==> src/rtl/wmm_pkg.sv <==
// ----------------------------------------------------------------------------
// wmm_pkg: shared types and constants
// Widths, register indexes, sequencer states and the divider handshake
// used by the waveform min/max column unit.
// ----------------------------------------------------------------------------
package wmm_pkg;

	// Default sizing of the sample store and column grid
	localparam int MAX_FRAMES_DEF   = 16384;
	localparam int MAX_CHANNELS_DEF = 8;
	localparam int MAX_COLUMNS_DEF  = 16384;

	// Field and datapath widths
	localparam int POS_W    = 48;
	localparam int COLCNT_W = 15;
	localparam int FRAME_W  = 15;
	localparam int CHAN_W   = 4;
	localparam int FPS_W    = 32;
	localparam int COL_W    = 14;
	localparam int SMP_W    = 17;
	localparam int SADDR_W  = 17;
	localparam int SCAN_W   = FRAME_W + CHAN_W;
	localparam int NUM_W    = 64;
	localparam int DEN_W    = 32;
	localparam int MUL_W    = 32;

	localparam logic signed [SMP_W-1:0] ONE_Q15     = 17'sd32768;
	localparam logic signed [SMP_W-1:0] NEG_ONE_Q15 = -17'sd32768;

	// Configuration register indexes
	typedef enum logic [2:0] {
		REG_COLUMN_COUNT  = 3'd0,
		REG_QUERY_START   = 3'd1,
		REG_QUERY_END     = 3'd2,
		REG_STORE_START   = 3'd3,
		REG_FRAME_COUNT   = 3'd4,
		REG_CHANNEL_COUNT = 3'd5,
		REG_FPS           = 3'd6
	} reg_idx_t;

	// Query sequencer states
	typedef enum logic [3:0] {
		ST_IDLE,
		ST_SPAN_DIV,
		ST_RANGE,
		ST_MUL_LO,
		ST_MUL_HI,
		ST_MUL_SUM,
		ST_DIV_S,
		ST_DIV_E,
		ST_FRAME_S,
		ST_FRAME_E,
		ST_LAST,
		ST_ADDR_S,
		ST_ADDR_E,
		ST_SCAN,
		ST_DRAIN,
		ST_DONE
	} state_t;

	// Divider request and response
	typedef struct packed {
		logic             start;
		logic [NUM_W-1:0] num;
		logic [DEN_W-1:0] den;
	} div_req_t;

	typedef struct packed {
		logic             done;
		logic [NUM_W-1:0] quot;
		logic             rem_nz;
	} div_rsp_t;

endpackage

==> src/rtl/wmm_mul.sv <==
// ----------------------------------------------------------------------------
// wmm_mul: shared registered multiplier
// Unsigned product of two operands, registered and available in the next cycle.
// ----------------------------------------------------------------------------
module wmm_mul import wmm_pkg::*; (
	input  logic               clk,
	input  logic [MUL_W-1:0]   a,
	input  logic [MUL_W-1:0]   b,
	output logic [2*MUL_W-1:0] p_s1
);

	always_ff @(posedge clk) begin
		p_s1 <= (2*MUL_W)'(a) * (2*MUL_W)'(b);
	end

endmodule

==> config.mk <==
export PLATFORM = sky130hd
export DESIGN_NAME = wmm_mul
export DESIGN_NICKNAME = d
export VERILOG_FILES = /design/src/rtl/wmm_pkg.sv /design/src/rtl/wmm_mul.sv
export SDC_FILE = /design/constraint.sdc
export NUM_CORES = 2
export LEC_CHECK = 0
export BUFFER_PORTS_ARGS = -buffer_cell sky130_fd_sc_hd__buf_2
export CAP_MARGIN = 20
export CORE_MARGIN = 2
export CORE_UTILIZATION = 59
export DETAILED_ROUTE_END_ITERATION = 7
export HOLD_SLACK_MARGIN = 0.06
export PLACE_DENSITY = 0.84
export REMOVE_ABC_BUFFERS = 1
export SLEW_MARGIN = 15
export SYNTH_ARGS = -nofsm -noshare
export SYNTH_HDL_FRONTEND = slang
export SYNTH_SLANG_ARGS = --single-unit
==> constraint.sdc <==
create_clock -name clk -period 10 [get_ports clk]
set_input_delay 3 -clock clk [delete_from_list [all_inputs] [get_ports clk]]
set_output_delay 3 -clock clk [all_outputs]
set_load 0.03 [all_outputs]
## Word-level counts from Yosys, hierarchy flattened

Index checks and enable logic that the tools add are counted.
Widths: inputs -> output; s select.

- Multipliers: 1

Operator list:

| kind | number |
|---|---|
| $mul 32x32->64 | 1 |

- Output and inout bits: 64
- Bits of input ports: 65
- Bits in registers: 64

## Longest topological paths before layout

- Depth in word-level cells: 1
- Depth in mapped cells: 29
- Mapped depth without buffers: 27

## Least setup slack after synthesis

Ideal clock, no wire load.

- Kind: in2reg
- From: in a[25]
- To: reg p_s1[62]
- Slack: 0.247 ns
- Buffers on the path: 2
- Library setup time: 0.072 ns
- Stages: 25
- Arrival time: 9.681 ns
- Cells stage by stage: clkbuf_1 nand2_1 fa_1 inv_1 fa_1 inv_1 fa_1 inv_1 fa_1 fa_1 fa_1 fa_1 inv_1 fa_1 inv_1 ha_1 buf_2 nand4_1 or4_1 or3_1 a31oi_1 a31o_2 a211oi_1 o21ai_1 xor2_1

- Longest elaborated chain between the ends: 1

Ends and longest elaborated chain:

| what | RTL line | text |
|---|---|---|
| start: declaration | wmm_mul.sv:7 | `input logic [MUL_W-1:0] a,` |
| $mul 32x32->64 | wmm_mul.sv:13 | `p_s1 <= (2*MUL_W)'(a) * (2*MUL_W)'(b);` |
| end signal: assignment | wmm_mul.sv:13 |  |
| end: declaration | wmm_mul.sv:9 | `output logic [2*MUL_W-1:0] p_s1` |

Every way passes these cells.

## Worst setup path after layout

- From: in b[5]
- To: reg p_s1[63]

- Longest elaborated chain between the ends: 1

Ends and longest elaborated chain:

| what | RTL line | text |
|---|---|---|
| start: declaration | wmm_mul.sv:8 | `input logic [MUL_W-1:0] b,` |
| $mul 32x32->64 | wmm_mul.sv:13 |  |

Every way passes these cells.

==> flow_metrics.env <==
export IMPL_hp_start="b[0]"
export IMPL_rsz0062_at_grt="no"
export IMPL_synthFlopType="dfxtp_1"
export IMPL_routedWlPerCell_um=19.6
export IMPL_placed_area_mm2=0.0378
export IMPL_grt_max_degree=32
export IMPL_dp_hpwl_mm=79.8
export IMPL_synth_seq_area_share_pct=3.69
export IMPL_antenna_found_initial=8
export IMPL_routed_top_layer="met5"
export IMPL_critPathSlowestCell="fa_1"
export IMPL_grt_pass1_vias=29523
export IMPL_grt_overflow=0
export IMPL_die_h_um=246
export IMPL_setup_violations=0
export IMPL_async_flop_share_pct=0
export IMPL_path_clk_slew_ps=60
export IMPL_largest_reg_flops=64
export IMPL_cts_sinks=64
export IMPL_syn_area_mm2=0.0347
export IMPL_place_congestion=0.996
export IMPL_worstMarginPinSlew_ps=607
export IMPL_grt_pass1_wl_mm=152
export IMPL_htreeDepth=3
export IMPL_max_stage_delay_ps=570
export IMPL_layout_common_cells="894 x fa_1, 865 x inv_1, 602 x and2_1, 480 x nand2_1, 260 x ha_1"
export IMPL_finalCritPeriodShare_pct=98.5
export IMPL_io_pins=129
export IMPL_cp_end_kind="flip-flop"
export IMPL_dieArea_mm2=0.0607
export IMPL_outcome="finished, final reports clean"
export IMPL_syn_inst=3748
export IMPL_final_common_cell="fa_1"
export IMPL_drt_iter0_markers=1795
export IMPL_clock_path_buffers=2
export IMPL_drive_above_1_share_pct=11.5
export IMPL_hold_viol=0
export IMPL_via_per_inst=5.59
export IMPL_hold_depth=3
export IMPL_die_w_um=246
export IMPL_critical_path_required_ps=10300
export IMPL_post_route_util_pct=66.2
export IMPL_fill_cells=4342
export IMPL_max_cap_violations=0
export IMPL_portBuffers=128
export IMPL_cp_arrival_ps=10160
export IMPL_cp_common_cell="fa_1"
export IMPL_numCtsBuffers=9
export IMPL_cts_tree="built"
export IMPL_relSlewSlack_pct=59.2
export IMPL_syn_area_per_cell_um2=9.25
export IMPL_rows=88
export IMPL_ys_ff_latch=64
export IMPL_synthToLayoutAreaGrowth_pct=10.5
export IMPL_largest_register="p_s1"
export IMPL_holdCritPathClass="in -> reg"
export IMPL_holdBufCountCts=0
export IMPL_ys_warnings_count=0
export IMPL_worstPathMaxFanout=14
export IMPL_coreArea_mm2=0.0579
export IMPL_first_pass_iters=5
export IMPL_fin_crit_ps=9850
export IMPL_wl_mm=92.8
export IMPL_cts_root_buf="clkbuf_16"
export IMPL_initial_core_util_pct=59.9
export IMPL_synth_distinct_cells=57
export IMPL_maxSlewViolCount=0
export IMPL_drt_met1_wl_mm=33.6
export IMPL_drtAntennaViolNets=0
export IMPL_critPathLaunchType="input port"
export IMPL_dr_wl_met3_mm=9.14
export IMPL_reg_largest_list="p_s1 (64)"
export IMPL_crit_type="in -> reg"
export IMPL_synth_edf_count=0
export IMPL_drc=0
export IMPL_hold_path_endpoint="p_s1[0]$_DFF_P_"
export IMPL_wl_met2_mm=44.9
export IMPL_grtUsageTotal_pct=32.2
export IMPL_fin_nets=5172
export IMPL_vias=26425
export IMPL_fin_area_mm2=0.0383
export IMPL_whs_ps=3400
export IMPL_fmax_ghz=0.102
## metrics by stage
stage	setup TNS (ps)	instances	setup slack (ps)
after detailed placement	-4560	4701	-388
final	0	4724	148
after global placement	-2700	4701	-257
after global routing	0	4720	7.74
after floorplan	0	3528	531
after CTS	0	4716	29.6
## timing repair
action,in CTS,in global routing
resized for setup,1,34
pin swaps,0,5
setup endpoints to repair,2,20
gates cloned,0,0
setup buffers,0,1
## synthesized netlist by cell type (all sizes together), types with 2 or more instances
cell	count	area share [%]
and3	14	0.25
and3b	2	0.051
nor2	20	0.22
a311oi	2	0.051
nor3	7	0.10
o221a	2	0.065
and2	602	11
fa	896	52
a221oi	4	0.25
or3	3	0.054
inv	865	9.4
nor2b	2	0.036
a21o	40	0.87
nand2b	2	0.036
buf	7	0.097
a221o	4	0.12
nand4	23	0.41
o21ai	26	0.38
ha	263	9.5
a31oi	12	0.22
xor2	25	0.63
or4	3	0.065
xnor2	35	0.88
or2	3	0.054
a21oi	66	0.99
o31ai	5	0.23
clkbuf	213	2.3
nand3	10	0.14
o221ai	3	0.076
o21a	9	0.19
and4	3	0.076
a21boi	3	0.065
o211ai	2	0.043
o21bai	11	0.25
a211oi	3	0.065
nand2	480	5.2
dfxtp	64	3.7
## metal layers
layer | GRT usage (%) | up-vias
met3 | 6.63 | 351
met2 | 53.9 | 1380
met4 | 15.6 | 2
met1 | 39.9 | 13446
met5 | 0 | -
li1 | - | 11246
## worst max path at each step
| stage | from | to | slack (ps) |
|---|---|---|---|
| detailed placement | b[10] | p_s1[62]$_DFF_P_ | -390 |
| floorplan | a[26] | p_s1[62]$_DFF_P_ | 530 |
| CTS | b[5] | p_s1[63]$_DFF_P_ | 30 |
| global route | b[2] | p_s1[62]$_DFF_P_ | 8 |
| global placement | b[10] | p_s1[62]$_DFF_P_ | -260 |
| finish | b[5] | p_s1[63]$_DFF_P_ | 150 |
## kinds of logic after synthesis
family / synth area share [%]
AND/OR/NAND/NOR: 17.6
adder cells (fa/ha/maj): 61.2
buffers and inverters: 11.8
AO/OA/AOI/OAI: 4.15
flip-flops: 3.69
XOR/XNOR: 1.52
multiplexers: 0.0289
## worst max-delay path: cells and delay by family
kind / cells / cell delay (ps)
compound gates: 7 / 1690
fa+ha+maj: 9 / 4320
buf+inv: 6 / 620
simple gates: 3 / 470
## cell type report
type,instances,area [µm²],area share [%]
inverters,865,3250,8.47
diodes,7,17.5,0.0457
clock inverters,4,76.3,0.199
multi-input cells,2599,29400,76.8
well taps,765,957,2.50
flip-flops and latches,64,1280,3.34
repair buffers,409,3060,7.98
clock buffers,11,253,0.660
Power is left out: the tool's default activity adds up to more than one toggle a clock period on the data nets, which glitch-free logic cannot reach.
