<file path="src/rtl/wmm_pkg.sv">
// ----------------------------------------------------------------------------
// wmm_pkg: shared types and constants
// Widths, register indexes, sequencer states and the divider handshake
// used by the waveform min/max column unit.
// ----------------------------------------------------------------------------
package wmm_pkg;

	// Default sizing of the sample store and column grid
	localparam int MAX_FRAMES_DEF   = 16384;
	localparam int MAX_CHANNELS_DEF = 8;
	localparam int MAX_COLUMNS_DEF  = 16384;

	// Field and datapath widths
	localparam int POS_W    = 48;
	localparam int COLCNT_W = 15;
	localparam int FRAME_W  = 15;
	localparam int CHAN_W   = 4;
	localparam int FPS_W    = 32;
	localparam int COL_W    = 14;
	localparam int SMP_W    = 17;
	localparam int SADDR_W  = 17;
	localparam int SCAN_W   = FRAME_W + CHAN_W;
	localparam int NUM_W    = 64;
	localparam int DEN_W    = 32;
	localparam int MUL_W    = 32;

	localparam logic signed [SMP_W-1:0] ONE_Q15     = 17'sd32768;
	localparam logic signed [SMP_W-1:0] NEG_ONE_Q15 = -17'sd32768;

	// Configuration register indexes
	typedef enum logic [2:0] {
		REG_COLUMN_COUNT  = 3'd0,
		REG_QUERY_START   = 3'd1,
		REG_QUERY_END     = 3'd2,
		REG_STORE_START   = 3'd3,
		REG_FRAME_COUNT   = 3'd4,
		REG_CHANNEL_COUNT = 3'd5,
		REG_FPS           = 3'd6
	} reg_idx_t;

	// Query sequencer states
	typedef enum logic [3:0] {
		ST_IDLE,
		ST_SPAN_DIV,
		ST_RANGE,
		ST_MUL_LO,
		ST_MUL_HI,
		ST_MUL_SUM,
		ST_DIV_S,
		ST_DIV_E,
		ST_FRAME_S,
		ST_FRAME_E,
		ST_LAST,
		ST_ADDR_S,
		ST_ADDR_E,
		ST_SCAN,
		ST_DRAIN,
		ST_DONE
	} state_t;

	// Divider request and response
	typedef struct packed {
		logic             start;
		logic [NUM_W-1:0] num;
		logic [DEN_W-1:0] den;
	} div_req_t;

	typedef struct packed {
		logic             done;
		logic [NUM_W-1:0] quot;
		logic             rem_nz;
	} div_rsp_t;

endpackage

</file>
<file path="src/rtl/wmm_div.sv">
// ----------------------------------------------------------------------------
// wmm_div: iterative restoring divider
// One quotient bit per cycle; done is registered together with the last step.
// ----------------------------------------------------------------------------
module wmm_div import wmm_pkg::*; (
	input  logic     clk,
	input  logic     arst_n,
	input  div_req_t req,
	output div_rsp_t rsp
);

	localparam int CNT_W = $clog2(NUM_W);

	logic [NUM_W-1:0] quot_q;
	logic [DEN_W-1:0] rem_q;
	logic [DEN_W-1:0] den_q;
	logic [CNT_W-1:0] cnt_q;
	logic             busy_q;
	logic             done_q;
	logic [DEN_W:0]   shifted;
	logic             ge;
	logic [DEN_W:0]   rem_next;

	// Trial subtract of the shifted remainder
	always_comb begin
		shifted  = {rem_q, quot_q[NUM_W-1]};
		ge       = shifted >= {1'b0, den_q};
		rem_next = ge ? (shifted - {1'b0, den_q}) : shifted;
	end

	// Control
	always_ff @(posedge clk or negedge arst_n) begin
		if (!arst_n) begin
			busy_q <= 1'b0;
			done_q <= 1'b0;
			cnt_q  <= '0;
		end else if (req.start) begin
			busy_q <= 1'b1;
			done_q <= 1'b0;
			cnt_q  <= '0;
		end else if (busy_q) begin
			cnt_q <= cnt_q + 1'b1;
			if (cnt_q == CNT_W'(NUM_W - 1)) begin
				busy_q <= 1'b0;
				done_q <= 1'b1;
			end
		end else begin
			done_q <= 1'b0;
		end
	end

	// Datapath
	always_ff @(posedge clk) begin
		if (req.start) begin
			quot_q <= req.num;
			rem_q  <= '0;
			den_q  <= req.den;
		end else if (busy_q) begin
			quot_q <= {quot_q[NUM_W-2:0], ge};
			rem_q  <= rem_next[DEN_W-1:0];
		end
	end

	assign rsp.done   = done_q;
	assign rsp.quot   = quot_q;
	assign rsp.rem_nz = rem_q != '0;

endmodule

</file>
<file path="config.mk">
export PLATFORM = sky130hd
export DESIGN_NAME = wmm_div
export DESIGN_NICKNAME = d
export VERILOG_FILES = /design/src/rtl/wmm_pkg.sv /design/src/rtl/wmm_div.sv
export SDC_FILE = /design/constraint.sdc
export NUM_CORES = 1
export LEC_CHECK = 0
export BUFFER_PORTS_ARGS = -buffer_cell sky130_fd_sc_hd__buf_2
export CAP_MARGIN = 20
export CORE_AREA = 10 10 125 127
export DETAILED_ROUTE_END_ITERATION = 7
export DIE_AREA = 0 0 135 137
export GPL_TIMING_DRIVEN = 0
export PLACE_DENSITY_LB_ADDON = 0.12
export SYNTH_ARGS = -nofsm -noshare
export SYNTH_HDL_FRONTEND = slang
export SYNTH_SLANG_ARGS = --single-unit
</file>
<file path="constraint.sdc">
create_clock -name clk -period 5.8 [get_ports clk]
set_input_delay 0.29 -clock clk [delete_from_list [all_inputs] [get_ports clk]]
set_output_delay 0.29 -clock clk [all_outputs]
set_load 0.05 [all_outputs]
</file>
Word-level counts from Yosys, hierarchy flattened:

Index checks and enable logic that the tools add are counted.
W data, S select, Z words.

* bits in registers: 136
* bits of input ports: 99

* $add $sub $neg: 2
* order comparisons: 1
* equality and inequality tests: 2
* mux-type cells: 11
* reductions and logical operators: 2

Operators with widths (count)
* $mux W64: 2
* $ge A33 B32 Y1: 1
* $mux W32: 1
* $reduce_bool A32 Y1: 1
* $sub A32 B32 Y32: 1
* $mux W6: 2
* $add A6 B1 Y6 const B: 1
* $eq A6 B6 Y1 const B: 1
* $mux W1: 6
* $ne A3 B2 Y1 const B: 1
* $reduce_bool A2 Y1: 1

Logic depth before layout (Yosys ltp):

* word-level depth: 4
* depth in mapped cells: 13

Worst setup path before layout:

No wires, ideal clock.

* kind: reg-to-reg
* start point: register quot_q[63]
* end point: register rem_q[28]
* setup time: 0.091 ns
* arrival: 2.980 ns
* required time: 5.709 ns
* path slack: 2.729 ns
* cell stages (with the launch flop): 12
* path buffers: 0
* cells stage by stage: edfxtp_1 > inv_1 > ha_1 > fa_1 > nor2b_1 > o21bai_1 > a21boi_0 > o31ai_1 > a211o_1 > a2111oi_0 > o31ai_1 > a311oi_1

* word-level cells in the longest chain between the ends: 2

Ends and longest elaborated chain
* start, declared: RTL line wmm_div.sv:14 `logic [NUM_W-1:0] quot_q;`
* start signal, assigned: RTL line wmm_div.sv:55 `quot_q <= req.num;`
* start signal, assigned: RTL line wmm_div.sv:59 `quot_q <= {quot_q[NUM_W-2:0], ge};`
* $sub A32 B32 Y32 / $ge A33 B32 Y1 (equally long branches): RTL line wmm_div.sv:28, wmm_div.sv:27
* $mux W32 *: RTL line wmm_div.sv:28 `rem_next = ge ? (shifted - {1'b0, den_q}) : shifted;`
* end signal, assigned: RTL line wmm_div.sv:60 `rem_q <= rem_next[DEN_W-1:0];`
* end, declared: RTL line wmm_div.sv:15 `logic [DEN_W-1:0] rem_q;`

Mark *: on every way between the ends. The rest lies on a longest branch, timed or not.
A chain may end at the register's enable or synchronous reset.

Worst setup path after layout:

* start point: register rem_q[23]
* end point: register rem_q[19]

* word-level cells in the longest chain between the ends: 2

Ends and longest elaborated chain
* $ge A33 B32 Y1: RTL line wmm_div.sv:27 `ge = shifted >= {1'b0, den_q};`
* $mux W32: RTL line wmm_div.sv:28

Every way passes these cells.

==> results.json <==
{
  "seq_power_share_pct": 33.0,
  "power_switching_share_pct": 40.23,
  "port_buffers": 164,
  "power.density_nw_per_um2": 447.3,
  "skew_ps": 10.04,
  "detail_route.first_pass.iterations": 5,
  "antenna_left": 0,
  "drive_gt1_share_pct": 31.20,
  "synthesis.nets": 842,
  "dpl_cell_area_um2": 8601,
  "maxClockFrequency_mhz": 291.4,
  "wl_per_cell_um": 20.43,
  "finish.net_count": 1027,
  "first_iter_violations": 549,
  "worst_ep_required_time_ps": 6120,
  "layout.cells.most_common_list": "buf_2 (170), edfxtp_1 (96), nand2_1 (67), mux2_2 (65), nor2_1 (57)",
  "clock_power_share_pct": 26.0,
  "starting_density_of_the_core_pct": 57.62,
  "cts_post_setup_buffers_inserted": 0,
  "total_switching_power_mw": 1.654,
  "combinationalPowerShare_pct": 41.0,
  "critical_path_data_arrival_time_ps": 3760,
  "maximum_number_of_pins_on_one_net_before_global_route_repair": 38,
  "per_cell_via_count_in_the_routed_design": 5.886,
  "synth_edf_count": 96,
  "design.core.area_um2": 13090,
  "path_max_fanout": 10,
  "timing.slew.headroom_pct": 47.64,
  "areaGrowthSynthToFinish_pct": 21.92,
  "tritoncts": "built",
  "tritoncts_sink_count": 136,
  "async_reset_ff_share_pct": 5.882,
  "synth.cell_area_um2": 7540,
  "drc": 0,
  "setup_tns_ps": 0,
  "groute.usage.overall_pct": 23.96,
  "setup_violations": 0,
  "die_w_um": 135,
  "placementRows": 42,
  "initial_antenna_violation_count": 1,
  "globalRouteOverflowTotal": 0,
  "leakagePower_nw": 3.938,
  "timing.final.crit_share_pct": 59.17,
  "dieArea_um2": 18500,
  "syn-instance-count": 709,
  "average_cell_area_after_synthesis_um2": 10.63,
  "setup_repair_after_global_routing_missed_its_margin": "false",
  "timing.final.hold_violations": 0,
  "synth_sequential_area_ratio_pct": 49.39,
  "kind_of_start_point_of_the_critical_path": "flop",
  "cts-buffers-inserted": 17,
  "maxSlewViolCount": 0,
  "num_vias": 6380,
  "first_global_vias": 6575,
  "synth_seq_cells": 136,
  "clk_pin_slew_ps": 60,
  "instances_no_fill": 1084,
  "holdCritPathClass": "in2reg",
  "cap_violations": 0,
  "h-tree-depth": 4,
  "finalWorstPathRequiredPeriod_ps": 3432,
  "grt_pass1_wl_um": 34670,
  "final_replace_weighted_congestion": 0.9676,
  "worst_ir_drop_vdd_mv": 0.2565,
  "placed_cells": 1050,
  "final_common_cell": "buf_2",
  "totalWireLength_um": 22150,
  "fillers": 962,
  "die-height_um": 137,
  "cts_resized": 0,
  "hpwlAfterDp_um": 16460,
  "worst-slew-pin-transition_ps": 785.3,
  "clk_latency_ps": 420,
  "finalInstanceArea_um2": 9193,
  "power.internal_mw": 2.458,
  "dominantRegCellSynth": "edfxtp_1",
  "cts_hold_buf": 1,
  "yosysWarningCount": 0,
  "worst-setup-path-type": "reg2reg",
  "netlist-cell-type-count": 62,
  "ioPinCount": 165,
  "clk_root_buffer_cell": "clkbuf_16",
  "status": "finished, final reports clean",
  "worstSetupEndpointType": "flop",
  "cts.path.max_buffers": 2
}
## cell families after synthesis
kind of cell / share of synthesized area, %
mux: 10.11
compound gates: 14.37
fa+ha+maj: 5.742
buf+inv: 4.696
simple gates: 12.91
flops: 49.39
xor+xnor: 2.788
## sequential cells by signal, indices dropped and copies added (netlist names)
name    count
quot_q     64
den_q      32
rem_q      32
cnt_q       6
busy_q      1
done_q      1
## area by class of cell
type	instances	area, um^2	area share [%]
antenna	1	2.502	0.02722
clock inverter	14	150.1	1.633
inverter	51	191.4	2.082
timing repair buffer	166	850.8	9.255
tap	176	220.2	2.396
sequential	136	3724	40.51
multi-input combinational	485	3462	37.66
clock buffer	18	429.2	4.669
buffer	37	162.7	1.769
## synthesized netlist by cell type, drive strengths merged, types with 6 or more instances
cell type	instances	area, um^2
ha	33	412.9
nand4	12	75.07
nand2	67	251.5
o21bai	6	45.04
clkbuf	25	95.09
nand3	13	65.06
nor3b	6	45.04
o21ai	19	95.09
a211oi	7	57.55
a21o	7	52.55
buf	12	67.56
a21oi	44	220.2
nor2	57	214.0
inv	51	191.4
dfxtp	32	640.6
xnor2	17	148.9
edfxtp	96	2883
a311oi	21	183.9
mux2	65	732.0
nor2b	10	62.56
dfrtp	8	200.2
nor4	11	68.82
xor2	7	61.31
nor3	8	40.04
## power groups by stage
stage	registers, mW	clock network, mW	logic [mW]
floorplan	1.50	0	1.07
global placement	1.36	0	1.62
detailed placement	1.37	0	1.65
CTS	1.35	1.07	1.67
global route	1.38	1.12	1.84
finish	1.36	1.07	1.69
## per-stage QoR
step	hold slack, ps	power [mW]	setup slack (ps)	util [%]
floorplan	-5.591	2.575	2729	-
global placement	132.3	2.980	2007	65.58
detailed placement	140.9	3.017	2238	65.73
CTS	28.46	4.092	2410	70.23
global route	24.16	4.334	2173	70.23
finish	39.85	4.112	2368	70.25
## routing by layer
layer	up-vias	global-route usage [%]	part of all wire, %
li1	2992	-	-
met1	3038	28.04	39
met2	312	38.74	47
met3	36	10.26	11
met4	2	8.373	2.2
met5	-	0	0.032
## path summary, 6_finish.rpt
check,to,slack (ps),startpoint,cells past startpoint
setup / recovery,rem_q[19]$_SDFFE_PP0P_,2370,rem_q[23]$_SDFFE_PP0P_,12
hold / removal,den_q[3]$_DFFE_PP_,40,req[3],1
setup reg to reg,rem_q[19]$_SDFFE_PP0P_,2370,rem_q[23]$_SDFFE_PP0P_,12
hold reg to reg,done_q$_DFFE_PN0P_,520,done_q$_DFFE_PN0P_,2
max in group asynchronous,cnt_q[0]$_DFFE_PN0P_,5400,arst_n,2
min in group asynchronous,cnt_q[4]$_DFFE_PN0P_,240,arst_n,2
## critical path: stages (launching register included)
cell and delay [ps]:
dfxtp_1 420, ha_1 260, clkbuf_1 210, a21oi_1 250, o21ai_0 260, a31oi_1 300
nor3_1 80, o31a_1 320, a211oi_2 380, buf_6 220, buf_2 270, nand2_1 90
a311oi_1 270
Note: power is estimated with default switching activity, not from simulation.
